[config.mk]
export PLATFORM = sky130hd
export DESIGN_NAME = sweep_scan_object_tracker_top
export DESIGN_NICKNAME = d
export VERILOG_FILES = /design/src/rtl/core/sst_pkg.sv /design/src/rtl/core/sweep_scan_object_tracker_top.sv
export SDC_FILE = /design/constraint.sdc
export NUM_CORES = 1
export LEC_CHECK = 0
export CELL_PAD_IN_SITES_DETAIL_PLACEMENT = 1
export CELL_PAD_IN_SITES_GLOBAL_PLACEMENT = 1
export CORE_MARGIN = 2
export CORE_UTILIZATION = 30
export DETAILED_ROUTE_END_ITERATION = 16
export DONT_BUFFER_PORTS = 1
export PLACE_DENSITY_LB_ADDON = 0.1
export SYNTH_ARGS = -nofsm -noshare
export SYNTH_HDL_FRONTEND = slang
export SYNTH_SLANG_ARGS = --single-unit
[constraint.sdc]
create_clock -name clock -period 23.1 [get_ports clock]
set_clock_uncertainty 0.1 [all_clocks]
set_input_delay 0 -clock clock [delete_from_list [all_inputs] [get_ports clock]]
set_output_delay 0 -clock clock [all_outputs]
set_load 0.02 [all_outputs]
[src/rtl/core/sst_pkg.sv]
package sst_pkg;

   // tracker modes, as shown on rsp_mode
   typedef enum logic [1:0] {
      MODE_SEARCH = 2'd0,
      MODE_MAP    = 2'd1,
      MODE_FOUND  = 2'd2,
      MODE_WRAP   = 2'd3
   } mode_type;

   // configuration register indexes
   localparam logic [2:0] CSR_DETECT_LIMIT   = 3'd0;
   localparam logic [2:0] CSR_MAP_SPAN       = 3'd1;
   localparam logic [2:0] CSR_CONFIRM_NEEDED = 3'd2;
   localparam logic [2:0] CSR_LOSE_AFTER     = 3'd3;
   localparam logic [2:0] CSR_RESET_HOLD     = 3'd4;
   localparam logic [2:0] CSR_SWEEP_MAX      = 3'd5;
   localparam logic [2:0] CSR_PULSE_BASE     = 3'd6;
   localparam logic [2:0] CSR_PULSE_GAIN     = 3'd7;

   localparam int CSR_INDEX_W = 3;
   localparam int CSR_DATA_W  = 12;

   // reset values of the configuration registers
   localparam logic [7:0]  DETECT_LIMIT_RST   = 8'd60;
   localparam logic [5:0]  MAP_SPAN_RST       = 6'd10;
   localparam logic [3:0]  CONFIRM_NEEDED_RST = 4'd3;
   localparam logic [3:0]  LOSE_AFTER_RST     = 4'd6;
   localparam logic [5:0]  RESET_HOLD_RST     = 6'd30;
   localparam logic [7:0]  SWEEP_MAX_RST      = 8'd180;
   localparam logic [11:0] PULSE_BASE_RST     = 12'd500;
   localparam logic [7:0]  PULSE_GAIN_RST     = 8'd106;

   localparam logic [3:0]  COUNT_MAX  = 4'hF;
   localparam logic [12:0] PULSE_MAX  = 13'h1FFF;
   // floor(x / 10) == (x * DIV10_RECIP) >> DIV10_SHIFT for any 16 bit x
   localparam logic [15:0] DIV10_RECIP = 16'hCCCD;
   localparam int          DIV10_SHIFT = 19;

endpackage

[src/rtl/core/sweep_scan_object_tracker_top.sv]
// Sweep-scan object tracker. Each req transaction carries one range reading
// (cm) and produces exactly one rsp transaction with the commanded servo angle,
// the servo pulse width, the tracker mode and the mapped target. The block is a
// three stage pipeline: an input register, a state update stage whose result
// register also holds the angle*gain product, and an output register where the
// product is divided by ten (reciprocal multiply) and added to the pulse base.
// A new reading is accepted every cycle while the output side keeps taking
// results; each reading passes the input, state update and output registers
// before rsp_valid rises for its result. The tracker state advances once per
// reading in the state update stage, so the next reading always sees the
// state left by the one before. Configuration registers are written through
// the csr port with no handshake and must only be changed while no
// transaction is in flight.
module sweep_scan_object_tracker_top (
   input  logic                              clock,
   input  logic                              reset,
   // reading input channel
   input  logic                              req_valid,
   output logic                              req_ready,
   input  logic [7:0]                        req_distance,
   // result channel
   output logic                              rsp_valid,
   input  logic                              rsp_ready,
   output logic [7:0]                        rsp_servo_angle,
   output logic [12:0]                       rsp_pulse_us,
   output logic [1:0]                        rsp_mode,
   output logic [7:0]                        rsp_target_angle,
   output logic [7:0]                        rsp_target_distance,
   // configuration write port
   input  logic                              csr_wr_en,
   input  logic [sst_pkg::CSR_INDEX_W-1:0]   csr_index,
   input  logic [sst_pkg::CSR_DATA_W-1:0]    csr_wdata
);

   // configuration registers
   logic [7:0]  detect_limit_ff;
   logic [5:0]  map_span_ff;
   logic [3:0]  confirm_needed_ff;
   logic [3:0]  lose_after_ff;
   logic [5:0]  reset_hold_ff;
   logic [7:0]  sweep_max_ff;
   logic [11:0] pulse_base_ff;
   logic [7:0]  pulse_gain_ff;

   // tracker state
   sst_pkg::mode_type mode_ff, mode_in;
   logic [7:0]  pos_ff, pos_in;
   logic [7:0]  prev_ff;
   logic [7:0]  mdist_ff, mdist_in;
   logic [7:0]  mangle_ff, mangle_in;
   logic [3:0]  hit_ff, hit_in;
   logic [3:0]  miss_ff, miss_in;
   logic [5:0]  wait_ff, wait_in;

   // pipeline registers
   logic        in_valid_ff;
   logic [7:0]  dist_ff;
   logic        mid_valid_ff;
   logic [7:0]  mid_angle_ff;
   logic [1:0]  mid_mode_ff;
   logic [7:0]  mid_tangle_ff;
   logic [7:0]  mid_tdist_ff;
   logic [15:0] mid_prod_ff;
   logic        out_valid_ff;
   logic [7:0]  out_angle_ff;
   logic [12:0] out_pulse_ff;
   logic [1:0]  out_mode_ff;
   logic [7:0]  out_tangle_ff;
   logic [7:0]  out_tdist_ff;

   // stage advance: a stage may load when it is empty or its content moves on
   logic out_ready, mid_ready, step;

   assign out_ready = !out_valid_ff || rsp_ready;
   assign mid_ready = !mid_valid_ff || out_ready;
   assign req_ready = !in_valid_ff || mid_ready;
   assign step      = in_valid_ff && mid_ready;   // reading moves into state update

   // ---------------------------------------------------------------------------
   // configuration writes
   // ---------------------------------------------------------------------------
   always_ff @(posedge clock) begin
      if (reset) begin
         detect_limit_ff   <= sst_pkg::DETECT_LIMIT_RST;
         map_span_ff       <= sst_pkg::MAP_SPAN_RST;
         confirm_needed_ff <= sst_pkg::CONFIRM_NEEDED_RST;
         lose_after_ff     <= sst_pkg::LOSE_AFTER_RST;
         reset_hold_ff     <= sst_pkg::RESET_HOLD_RST;
         sweep_max_ff      <= sst_pkg::SWEEP_MAX_RST;
         pulse_base_ff     <= sst_pkg::PULSE_BASE_RST;
         pulse_gain_ff     <= sst_pkg::PULSE_GAIN_RST;
      end else if (csr_wr_en) begin
         case (csr_index)
            sst_pkg::CSR_DETECT_LIMIT:   detect_limit_ff   <= csr_wdata[7:0];
            sst_pkg::CSR_MAP_SPAN:       map_span_ff       <= csr_wdata[5:0];
            sst_pkg::CSR_CONFIRM_NEEDED: confirm_needed_ff <= csr_wdata[3:0];
            sst_pkg::CSR_LOSE_AFTER:     lose_after_ff     <= csr_wdata[3:0];
            sst_pkg::CSR_RESET_HOLD:     reset_hold_ff     <= csr_wdata[5:0];
            sst_pkg::CSR_SWEEP_MAX:      sweep_max_ff      <= csr_wdata[7:0];
            sst_pkg::CSR_PULSE_BASE:     pulse_base_ff     <= csr_wdata[11:0];
            sst_pkg::CSR_PULSE_GAIN:     pulse_gain_ff     <= csr_wdata[7:0];
            default: ;
         endcase
      end
   end

   // ---------------------------------------------------------------------------
   // input register
   // ---------------------------------------------------------------------------
   always_ff @(posedge clock) begin
      if (reset) begin
         in_valid_ff <= 1'b0;
      end else if (req_ready) begin
         in_valid_ff <= req_valid;
      end
   end

   always_ff @(posedge clock) begin
      if (req_ready && req_valid) begin
         dist_ff <= req_distance;
      end
   end

   // ---------------------------------------------------------------------------
   // decision terms, all exact cross-multiplications on 11 bit values
   // ---------------------------------------------------------------------------
   logic [10:0] d_x4, d_x5, d_x6, p_x5, m_x4, m_x5, m_x6;
   logic        drop_seen;      // reading fell clearly below the previous one
   logic        in_band;        // 0.8 <= d/m <= 1.2
   logic        found_miss;
   logic [3:0]  hit_inc, miss_inc;
   logic [5:0]  wait_inc;
   logic        confirm_hit, span_passed, lose_hit, hold_done;
   logic [7:0]  pos_step;       // angle before the wrap check
   logic        wrap_now;

   assign d_x4 = {1'b0, dist_ff, 2'b00};
   assign d_x5 = d_x4 + {3'b000, dist_ff};
   assign d_x6 = d_x4 + {2'b00, dist_ff, 1'b0};
   assign p_x5 = {1'b0, prev_ff, 2'b00} + {3'b000, prev_ff};
   assign m_x4 = {1'b0, mdist_ff, 2'b00};
   assign m_x5 = m_x4 + {3'b000, mdist_ff};
   assign m_x6 = m_x4 + {2'b00, mdist_ff, 1'b0};

   assign drop_seen  = (prev_ff != 8'd0) && (d_x6 <= p_x5) && (dist_ff < detect_limit_ff);
   assign in_band    = (d_x5 >= m_x4) && (d_x5 <= m_x6);
   assign found_miss = !in_band || (dist_ff > detect_limit_ff);

   // counter increments, hit and miss saturating
   assign hit_inc  = (in_band && hit_ff != sst_pkg::COUNT_MAX) ? hit_ff + 4'd1 : hit_ff;
   assign miss_inc = (miss_ff != sst_pkg::COUNT_MAX) ? miss_ff + 4'd1 : miss_ff;
   assign wait_inc = wait_ff + 6'd1;

   assign confirm_hit = hit_inc >= confirm_needed_ff;
   assign span_passed = {1'b0, pos_ff} > ({1'b0, mangle_ff} + {3'b000, map_span_ff});
   assign lose_hit    = miss_inc >= lose_after_ff;
   assign hold_done   = wait_inc >= reset_hold_ff;

   // angle advances in search and map, holds in found, parks at zero in wrap wait
   always_comb begin
      case (mode_ff)
         sst_pkg::MODE_SEARCH: pos_step = pos_ff + 8'd1;
         sst_pkg::MODE_MAP:    pos_step = pos_ff + 8'd1;
         sst_pkg::MODE_FOUND:  pos_step = pos_ff;
         default:              pos_step = 8'd0;
      endcase
   end

   assign wrap_now = pos_step > sweep_max_ff;
   assign pos_in   = wrap_now ? 8'd0 : pos_step;

   // next mode
   always_comb begin
      mode_in = mode_ff;
      case (mode_ff)
         sst_pkg::MODE_SEARCH: begin
            if (drop_seen) mode_in = sst_pkg::MODE_MAP;
         end
         sst_pkg::MODE_MAP: begin
            if (confirm_hit)      mode_in = sst_pkg::MODE_FOUND;
            else if (span_passed) mode_in = sst_pkg::MODE_SEARCH;
         end
         sst_pkg::MODE_FOUND: begin
            if (found_miss && lose_hit) mode_in = sst_pkg::MODE_SEARCH;
         end
         default: begin
            if (hold_done) mode_in = sst_pkg::MODE_SEARCH;
         end
      endcase
      if (wrap_now) mode_in = sst_pkg::MODE_WRAP;
   end

   // next target and counters
   always_comb begin
      mdist_in  = mdist_ff;
      mangle_in = mangle_ff;
      hit_in    = hit_ff;
      miss_in   = miss_ff;
      wait_in   = wait_ff;
      case (mode_ff)
         sst_pkg::MODE_SEARCH: begin
            if (drop_seen) begin
               mdist_in  = dist_ff;
               mangle_in = pos_ff;
               hit_in    = (hit_ff != sst_pkg::COUNT_MAX) ? hit_ff + 4'd1 : hit_ff;
            end
         end
         sst_pkg::MODE_MAP: begin
            if (confirm_hit) begin
               mangle_in = pos_ff;
               hit_in    = 4'd0;
            end else if (span_passed) begin
               hit_in = 4'd0;
            end else begin
               hit_in = hit_inc;
            end
         end
         sst_pkg::MODE_FOUND: begin
            if (found_miss) miss_in = lose_hit ? 4'd0 : miss_inc;
            else            miss_in = 4'd0;
         end
         default: begin
            wait_in = hold_done ? 6'd0 : wait_inc;
         end
      endcase
   end

   always_ff @(posedge clock) begin
      if (reset) begin
         mode_ff   <= sst_pkg::MODE_SEARCH;
         pos_ff    <= 8'd0;
         prev_ff   <= 8'd0;
         mdist_ff  <= 8'd0;
         mangle_ff <= 8'd0;
         hit_ff    <= 4'd0;
         miss_ff   <= 4'd0;
         wait_ff   <= 6'd0;
      end else if (step) begin
         mode_ff   <= mode_in;
         pos_ff    <= pos_in;
         prev_ff   <= dist_ff;
         mdist_ff  <= mdist_in;
         mangle_ff <= mangle_in;
         hit_ff    <= hit_in;
         miss_ff   <= miss_in;
         wait_ff   <= wait_in;
      end
   end

   // ---------------------------------------------------------------------------
   // state update result register, also holds angle * gain
   // ---------------------------------------------------------------------------
   always_ff @(posedge clock) begin
      if (reset) begin
         mid_valid_ff <= 1'b0;
      end else if (mid_ready) begin
         mid_valid_ff <= in_valid_ff;
      end
   end

   always_ff @(posedge clock) begin
      if (step) begin
         mid_angle_ff  <= pos_in;
         mid_mode_ff   <= mode_in;
         mid_tangle_ff <= mangle_in;
         mid_tdist_ff  <= mdist_in;
         mid_prod_ff   <= {8'd0, pos_in} * {8'd0, pulse_gain_ff};
      end
   end

   // ---------------------------------------------------------------------------
   // output register: pulse = base + floor(product / 10), saturated
   // ---------------------------------------------------------------------------
   logic [31:0] recip_prod;
   logic [12:0] tenths_q;
   logic [13:0] pulse_sum;
   logic [12:0] pulse_sat;

   assign recip_prod = {16'd0, mid_prod_ff} * {16'd0, sst_pkg::DIV10_RECIP};
   assign tenths_q   = recip_prod[sst_pkg::DIV10_SHIFT +: 13];
   assign pulse_sum  = {2'b00, pulse_base_ff} + {1'b0, tenths_q};
   assign pulse_sat  = pulse_sum[13] ? sst_pkg::PULSE_MAX : pulse_sum[12:0];

   always_ff @(posedge clock) begin
      if (reset) begin
         out_valid_ff <= 1'b0;
      end else if (out_ready) begin
         out_valid_ff <= mid_valid_ff;
      end
   end

   always_ff @(posedge clock) begin
      if (out_ready && mid_valid_ff) begin
         out_angle_ff  <= mid_angle_ff;
         out_pulse_ff  <= pulse_sat;
         out_mode_ff   <= mid_mode_ff;
         out_tangle_ff <= mid_tangle_ff;
         out_tdist_ff  <= mid_tdist_ff;
      end
   end

   assign rsp_valid           = out_valid_ff;
   assign rsp_servo_angle     = out_angle_ff;
   assign rsp_pulse_us        = out_pulse_ff;
   assign rsp_mode            = out_mode_ff;
   assign rsp_target_angle    = out_tangle_ff;
   assign rsp_target_distance = out_tdist_ff;

endmodule

==> results_dict.tcl, run 1 <==
set metrics [dict create \
    yosys_register_bits 196 \
    seq_area_frac_synth_pct 28.0 \
    die_h_microns 243 \
    regMostFlops "mid_prod_ff" \
    via_per_inst 4.79 \
    clockRootBuffer "clkbuf_16" \
    drv_slew 0 \
    clkSinkCount 196 \
    yosysTopAreaCellShare_pct 20.6 \
    route.detailed.drc 0 \
    cp_data_required_time_ns 23.24 \
    clk_path_buf_depth 2 \
    worst_path_most_repeated_cell "fa_1" \
    hpwlAfterDp_mm 37.3 \
    io_pins 69 \
    wl_mm 47.8 \
    maxCapViolCount 0 \
    cp.arrival_ns 8.27 \
    grt_pass1_wl_mm 76.1 \
    fmax_mhz 123 \
    cts.htree.levels 4 \
    initial_core_util_pct 30.5 \
    fin_crit_sh_pct 35.2 \
    crit_family "adder cells" \
    crit_path_end_kind "register" \
    cpPeakStageDelay_ns 0.56 \
    p_int_w 0.00118 \
    tightest_slew_ns 0.993 \
    grt_pass1_vias 13500 \
    yosysTopAreaCell "ha_1" \
    syn-num-nets 2191 \
    worstHoldPathType "input port to register" \
    place.gp.congestion 0.815 \
    critPathLaunchType "register" \
    grt_max_degree 89 \
    firstDrtPassIters 4 \
    die_x_microns 243 \
    syn-cell-area_sq_um 17200 \
    yosysMostFrequentCell "ha_1" \
    clk_latency_ns 0.49 \
    rows 87 \
    swShare_pct 45.3 \
    p_sw_w 0.000979 \
    synth_enable_flop_cells 89 \
    final_layout_size_suffix_gt1_share_pct 4.34 \
    relSlewSlack_pct 33.8 \
    min_period_ns 8.14 \
    synth_common_cells "ha_1, inv_1, fa_1" \
    core_area_sq_um 56500 \
    rsz0062_at_grt "false" \
    cts_tree "yes" \
    synthArstFlopShare_pct 0 \
    critPathKind "register to register" \
    peakVddDrop_uv 103 \
    vias 12200 \
    worst-path-buf-inv 4 \
    powerDensity_nw_per_um2 113 \
    largest_register_ffs 16 \
    ys_types 74 \
    area_delta_synth_final_pct 10.9 \
    slowest_stage "a21oi_1" \
    clkPwrFrac_pct 14.0 \
    antenna_found_initial 7 \
    power_frac_comb_pct 64.0 \
    synthCells 1757 \
    wl_per_cell_microns 18.7 \
    critPathMaxFanout 9 \
    postPlaceCellArea_sq_um 18100 \
    cts_buffers 17 \
    outcome "finished, final reports clean" \
    antenna_left 0 \
    leakage_nw 8.76 \
    final_area_sq_um 19100 \
    globalRouteOverflowTotal 0 \
    port_buffers 0 \
    fin_nets 2220 \
    postCtsSetupBuffers 0 \
    hold_viol 0 \
    ys_top_cells_by_area "ha_1, edfxtp_1, fa_1" \
    setup_viol 0 \
    synth-warning-count 0 \
    synth_ff_type "dfxtp_1" \
    clk_pin_slew_ns 0.08 \
    setup-tns-final_ns 0 \
    dr.first_iter.drc_count 362 \
    die-area_sq_um 59300 \
    p_seq_share_pct 22.0 \
    grtUsageTotal_pct 16.7 \
    avgSynthCellArea_sq_um 9.79 \
]
[logic make-up (layout without fill, tap and decap cells)]
| family | Yosys count | in the layout | synth area share, % |
|---|---|---|---|
| muxes | 64 | 64 | 3.84 |
| buffers and inverters | 299 | 341 | 6.57 |
| DFF | 196 | 196 | 28.0 |
| and+or+nand+nor | 440 | 440 | 12.3 |
| other | 0 | 2 | 0 |
| AOI/OAI and AO/OA | 282 | 282 | 10.9 |
| xor gates and xnor gates | 70 | 70 | 3.56 |
| adders and majority gates | 406 | 406 | 34.9 |
[routing by layer]
metal,track usage (%),vias up,routed length (microns)
met5,0,-,68
met4,4.13,10,674
met3,3.01,45,1290
met2,28.6,93,23000
met1,21.6,6076,22800
li1,-,6022,-
[stage by stage]
stage                     instances  util, %  power [W]  hold WS [ns]  worst slack, ns
after floorplan                1757        -    0.00154      -0.00113            15.61
after global placement         2482     32.0    0.00186       -0.0185            15.03
after detailed placement       2482     32.0    0.00188       -0.0153            14.92
after CTS                      2555     33.8    0.00221      0.000666            14.89
after global routing           2556     33.8    0.00241        0.0177            14.46
final                          2557     33.8    0.00216        0.0314            14.96
[power groups by stage]
stage               sequential [W]  clock (W)  combinational (W)
detailed placement        0.000485          0            0.00140
floorplan                 0.000471          0            0.00107
global placement          0.000486          0            0.00137
global route              0.000480   0.000331            0.00160
CTS                       0.000478   0.000318            0.00142
finish                    0.000475   0.000303            0.00138
[cell usage in the layout, fill, tap and decap left out, drive strengths merged, types with 28 or more instances in the layout]
master,count
nand2,118
xnor2,46
mux2i,48
o21ai,48
ha,283
a21oi,88
fa,123
and2,54
inv,264
edfxtp,89
dfxtp,107
nand3,28
nor2,123
dlygate4sd3,40
[path summary, 6_finish.rpt]
kind                         from            endpoint  slack [ns]  depth (start not counted)
hold reg to reg   mid_angle_ff[7]  rsp_servo_angle[7]        0.32                          0
hold / removal          csr_wr_en    lose_after_ff[2]        0.03                          4
setup reg to reg   mid_prod_ff[5]     rsp_pulse_us[9]       14.96                         27
setup / recovery   mid_prod_ff[5]     rsp_pulse_us[9]       14.96                         27
[timing repair]
action	CTS	global route
endpoints found under the hold margin	122	0
resized for setup	0	0
hold buffers	41	0
[worst min-delay path, cell delays in order]
cell and delay, ns:
nor2b_1 0.14, nand3_1 0.26, o21ai_0 0.12, nand2b_1 0.07
[area by class of cell]
cell class	count	area, sq um
clock buffers	21	450
clock inverters	11	113
fillers	6383	37400
multi-input cells	1262	11300
flip-flops and latches	196	4810
diodes	2	5.00
repair buffers	51	503
well taps	756	946
inverters	258	968
Note: power is estimated with default switching activity, not from simulation.
==> run 2, diff against run 1 <==
Clock period 23.1 ns to 8.54 ns, I/O delays scaled along.
==> results_dict.tcl, run 2 (synthesis results as in run 1) <==
set metrics [dict create \
    outcome "finished, final reports clean" \
    reg2reg_depth 28 \
    route.detailed.drc 0 \
    cts.htree.levels 4 \
    min_period_ns 7.93 \
    critPathLaunchType "register" \
    peakVddDrop_uv 268 \
    r2r_slack_ns 0.61 \
    rsz0062_at_grt "false" \
    critPathMaxFanout 9 \
    largest_register_ffs 16 \
    dr.first_iter.drc_count 506 \
    die_x_microns 243 \
    hpwlAfterDp_mm 36.8 \
    cts_buffers 17 \
    p_total_w 0.00588 \
    clk_path_buf_depth 2 \
    grt_max_degree 89 \
    clk_latency_ns 0.49 \
    fin_nets 2227 \
    wl_per_cell_microns 18.7 \
    tightest_slew_ns 1.19 \
    rows 87 \
    layout_common_cells "ha_1, inv_1, fa_1" \
    port_buffers 0 \
    core_area_sq_um 56500 \
    clockRootBuffer "clkbuf_16" \
    leakage_nw 8.81 \
    clkSinkCount 196 \
    grt_pass1_wl_mm 76.9 \
    fmax_mhz 126 \
    firstDrtPassIters 4 \
    reg2reg_from "mid_prod_ff[6]" \
    min-delay-start "csr_wr_en" \
    maxCapViolCount 0 \
    clk_pin_slew_ns 0.08 \
    cts_tree "yes" \
    final_layout_size_suffix_gt1_share_pct 4.65 \
    crit_path_end_kind "register" \
    postCtsSetupBuffers 0 \
    setup-tns-final_ns 0 \
    fin_crit_sh_pct 92.9 \
    timing.rr.end "rsp_pulse_us[9]" \
    cpPeakStageDelay_ns 0.55 \
    cp.arrival_ns 8.08 \
    antenna_left 0 \
    min_to "lose_after_ff[1]" \
    drv_slew 0 \
    critPathKind "register to register" \
    regMostFlops "mid_prod_ff" \
    antenna_found_initial 7 \
    utilization_pct 33.9 \
    relSlewSlack_pct 20.4 \
    slowest_stage "fa_1" \
    setup_viol 0 \
    layout_commonest_cell "ha_1" \
    place.gp.congestion 0.823 \
    grt_pass1_vias 13400 \
    wl_mm 47.9 \
    area_delta_synth_final_pct 11.5 \
    via_per_inst 4.79 \
    globalRouteOverflowTotal 0 \
    hold_viol 0 \
    grtUsageTotal_pct 16.9 \
    worst_path_most_repeated_cell "fa_1" \
    io_pins 69 \
    vias 12300 \
    min_path_cells 4 \
    holdWs_ns 0.0306 \
    die_h_microns 243 \
    diodes 0 \
    cp_data_required_time_ns 8.69 \
    n_fill_cell 6441 \
    initial_core_util_pct 30.5 \
    worstHoldPathType "input port to register" \
    powerDensity_nw_per_um2 307 \
    die-area_sq_um 59300 \
]
==> run 2: critical path, delay by kind of cell, from the launching register on <==
family / cells / cell delay, ns
flip-flops: 1 / 0.49
buffers and inverters: 5 / 0.42
adder cells (fa/ha/maj): 8 / 3.75
AO/OA/AOI/OAI: 10 / 2.15
AND/OR/NAND/NOR: 5 / 0.77
==> run 2: cell type report <==
class                      count  area (sq um)  share of cell area (%)
clock buffer                  18           450                    2.35
multi-input combinational   1262         11300                    58.8
tap                          756           946                    4.93
timing repair buffer          58           566                    2.95
inverter                     258           968                    5.05
clock inverter                14           151                   0.789
sequential                   196          4810                    25.1
==> run 2: what timing repair did <==
action / 4_1_cts / 5_1_grt
hold endpoints to repair: 122 / 0
hold buffers: 45 / 0
gates resized for setup: 0 / 0
==> run 2: metal layers <==
metal	up-vias	routed length, microns	share of wire, %	GRT usage, %
li1	6053	-	-	-
met1	6082	23000	48	22.6
met2	91	23000	48	28.6
met3	29	1480	3.1	3.03
met4	6	434	0.91	3.30
met5	-	34	0.071	0
==> run 2: per-stage QoR <==
step | instances | setup slack, ns | instance area (sq um)
after floorplan | 1757 | 1.05 | 17200
after global placement | 2485 | 0.757 | 18100
after detailed placement | 2485 | 0.608 | 18100
after CTS | 2562 | 0.569 | 19200
after global routing | 2562 | 0.0893 | 19200
final | 2562 | 0.609 | 19200
==> run 2: worst max path at each step <==
| stage | endpoint | cells after the start | slack (ns) | startpoint |
|---|---|---|---|---|
| 6_report | rsp_pulse_us[9] | 28 | 0.61 | mid_prod_ff[6] |
| 5_1_grt | rsp_pulse_us[9] | 28 | 0.09 | mid_prod_ff[6] |
| 4_1_cts | rsp_pulse_us[9] | 28 | 0.57 | mid_prod_ff[6] |
| 3_5_place_dp | rsp_pulse_us[9] | 28 | 0.61 | mid_prod_ff[5] |
| 3_3_place_gp | rsp_pulse_us[9] | 28 | 0.76 | mid_prod_ff[5] |
| 2_1_floorplan | rsp_pulse_us[9] | 30 | 1.05 | mid_prod_ff[4] |
==> run 2: power breakdown <==
| group | switching (W) | internal, W | total [W] |
|---|---|---|---|
| Clock | 0.000433 | 0.000410 | 0.000843 |
| Combinational | 0.00212 | 0.00163 | 0.00375 |
| Sequential | 0.000106 | 0.00118 | 0.00129 |
| Total | 0.00266 | 0.00322 | 0.00588 |
==> run 3, diff against run 2 <==
--- a/config.mk
+++ b/config.mk
@@ -13,4 +13,5 @@
 export DONT_BUFFER_PORTS = 1
 export PLACE_DENSITY_LB_ADDON = 0.1
+export SETUP_SLACK_MARGIN = 0.4
 export SYNTH_ARGS = -nofsm -noshare
 export SYNTH_HDL_FRONTEND = slang
==> constraint.sdc (replaced) <==
create_clock -name clock -period 8.54 [get_ports clock]
set_clock_uncertainty 0.1 [all_clocks]
set_input_delay 1.708 -clock clock [delete_from_list [all_inputs] [get_ports clock]]
set_output_delay 1.708 -clock clock [all_outputs]
set_load 0.02 [all_outputs]
==> results_dict.tcl, run 3 (synthesis results as in run 1) <==
set metrics [dict create \
    outcome "finished, final reports clean" \
    n_fill_cell 6440 \
    holdWs_ns 0.322 \
    clkSinkCount 196 \
    critPathKind "register to register" \
    relSlewSlack_pct 23.0 \
    slowest_stage "fa_1" \
    cp_data_required_time_ns 8.69 \
    wl_per_cell_microns 18.5 \
    port_buffers 0 \
    largest_register_ffs 16 \
    setup-tns-final_ns 0 \
    vias 12000 \
    cts_tree "yes" \
    hpwlAfterDp_mm 36.8 \
    fin_nets 2186 \
    clk_path_buf_depth 2 \
    maxCapViolCount 0 \
    clk_pin_slew_ns 0.08 \
    ctsHoldBuffers 0 \
    cpPeakStageDelay_ns 0.54 \
    fmax_mhz 130 \
    clockRootBuffer "clkbuf_16" \
    min_path_cells 0 \
    initial_core_util_pct 30.5 \
    grt_max_degree 90 \
    cts_buffers 17 \
    antenna_left 0 \
    regMostFlops "mid_prod_ff" \
    via_per_inst 4.77 \
    critPathLaunchType "register" \
    layout_common_cells "ha_1, inv_1, fa_1" \
    drv_slew 0 \
    cp.arrival_ns 7.83 \
    die_h_microns 243 \
    final_layout_size_suffix_gt1_share_pct 5.38 \
    peakVddDrop_uv 275 \
    route.detailed.drc 0 \
    rsz0062_at_grt "false" \
    clk_latency_ns 0.49 \
    place.gp.congestion 0.823 \
    powerDensity_nw_per_um2 314 \
    rows 87 \
    p_total_w 0.00590 \
    area_delta_synth_final_pct 9.28 \
    cts.htree.levels 4 \
    leakage_nw 8.65 \
    grt_pass1_wl_mm 74.9 \
    die-area_sq_um 59300 \
    setup_viol 0 \
    tightest_slew_ns 1.15 \
    reg2reg_depth 30 \
    antenna_found_initial 1 \
    worst_path_most_repeated_cell "inv_1" \
    firstDrtPassIters 4 \
    grt_pass1_vias 13100 \
    die_x_microns 243 \
    fin_crit_sh_pct 89.9 \
    io_pins 69 \
    layout_commonest_cell "ha_1" \
    min_period_ns 7.68 \
    dr.first_iter.drc_count 474 \
    diodes 0 \
    wl_mm 46.7 \
    critPathMaxFanout 9 \
    grtUsageTotal_pct 16.4 \
    hold_viol 0 \
    globalRouteOverflowTotal 0 \
    core_area_sq_um 56500 \
    crit_path_end_kind "register" \
    worstHoldPathType "register to register" \
]
[run 3: final timing paths]
| path | from | slack (ns) | end |
|---|---|---|---|
| max reg2reg | mid_prod_ff[5] | 0.86 | rsp_pulse_us[9] |
| min reg2reg | mid_tdist_ff[1] | 0.32 | rsp_target_distance[1] |
| min | mid_tdist_ff[1] | 0.32 | rsp_target_distance[1] |
| max | mid_prod_ff[5] | 0.86 | rsp_pulse_us[9] |
[run 3: critical path: cells and delay by family (launching register included)]
family	cells	cell delay (ns)
AO/OA/AOI/OAI	8	1.64
adder cells (fa/ha/maj)	8	3.59
buffers and inverters	7	0.51
flip-flops	1	0.53
AND/OR/NAND/NOR	7	1.05
[run 3: through the flow]
| step | instance area [sq um] | utilization (%) | setup WS, ns | cells |
|---|---|---|---|---|
| after global placement | 18100 | 32.1 | 0.757 | 2485 |
| final | 18800 | 33.3 | 0.864 | 2521 |
| after CTS | 18700 | 33.1 | 0.569 | 2517 |
| after detailed placement | 18100 | 32.1 | 0.608 | 2485 |
| after floorplan | 17200 | - | 1.05 | 1757 |
| after global routing | 18800 | 33.3 | 0.441 | 2521 |
[run 3: layer usage]
metal  up-vias  GRT usage (%)  wire [microns]
li1       5960              -               -
met4         0           3.25             398
met3        19           3.03            1230
met2        71           28.0           22500
met1      5978           21.7           22500
met5         -              0               0
[run 3: cell type report]
cell class	count	area, sq um	share of cell area (%)
Timing Repair Buffer	17	128	0.679
Inverter	258	968	5.15
Clock inverter	14	151	0.805
Tap cell	756	946	5.03
Sequential cell	196	4810	25.6
Clock buffer	18	450	2.40
Multi-Input combinational cell	1262	11300	60.3
[run 3: what timing repair did]
item | 4_1_cts | 5_1_grt
endpoints found under the setup margin | 0 | 15
resized for setup | 0 | 9
setup buffers | 0 | 4
[run 3: report_power, final]
group          total, W  leakage (nW)  switching (W)  internal, W
clock          0.000843         0.294       0.000433     0.000410
sequential      0.00129          1.69       0.000107      0.00118
combinational   0.00377          6.67        0.00211      0.00166
total           0.00590          8.65        0.00265      0.00325
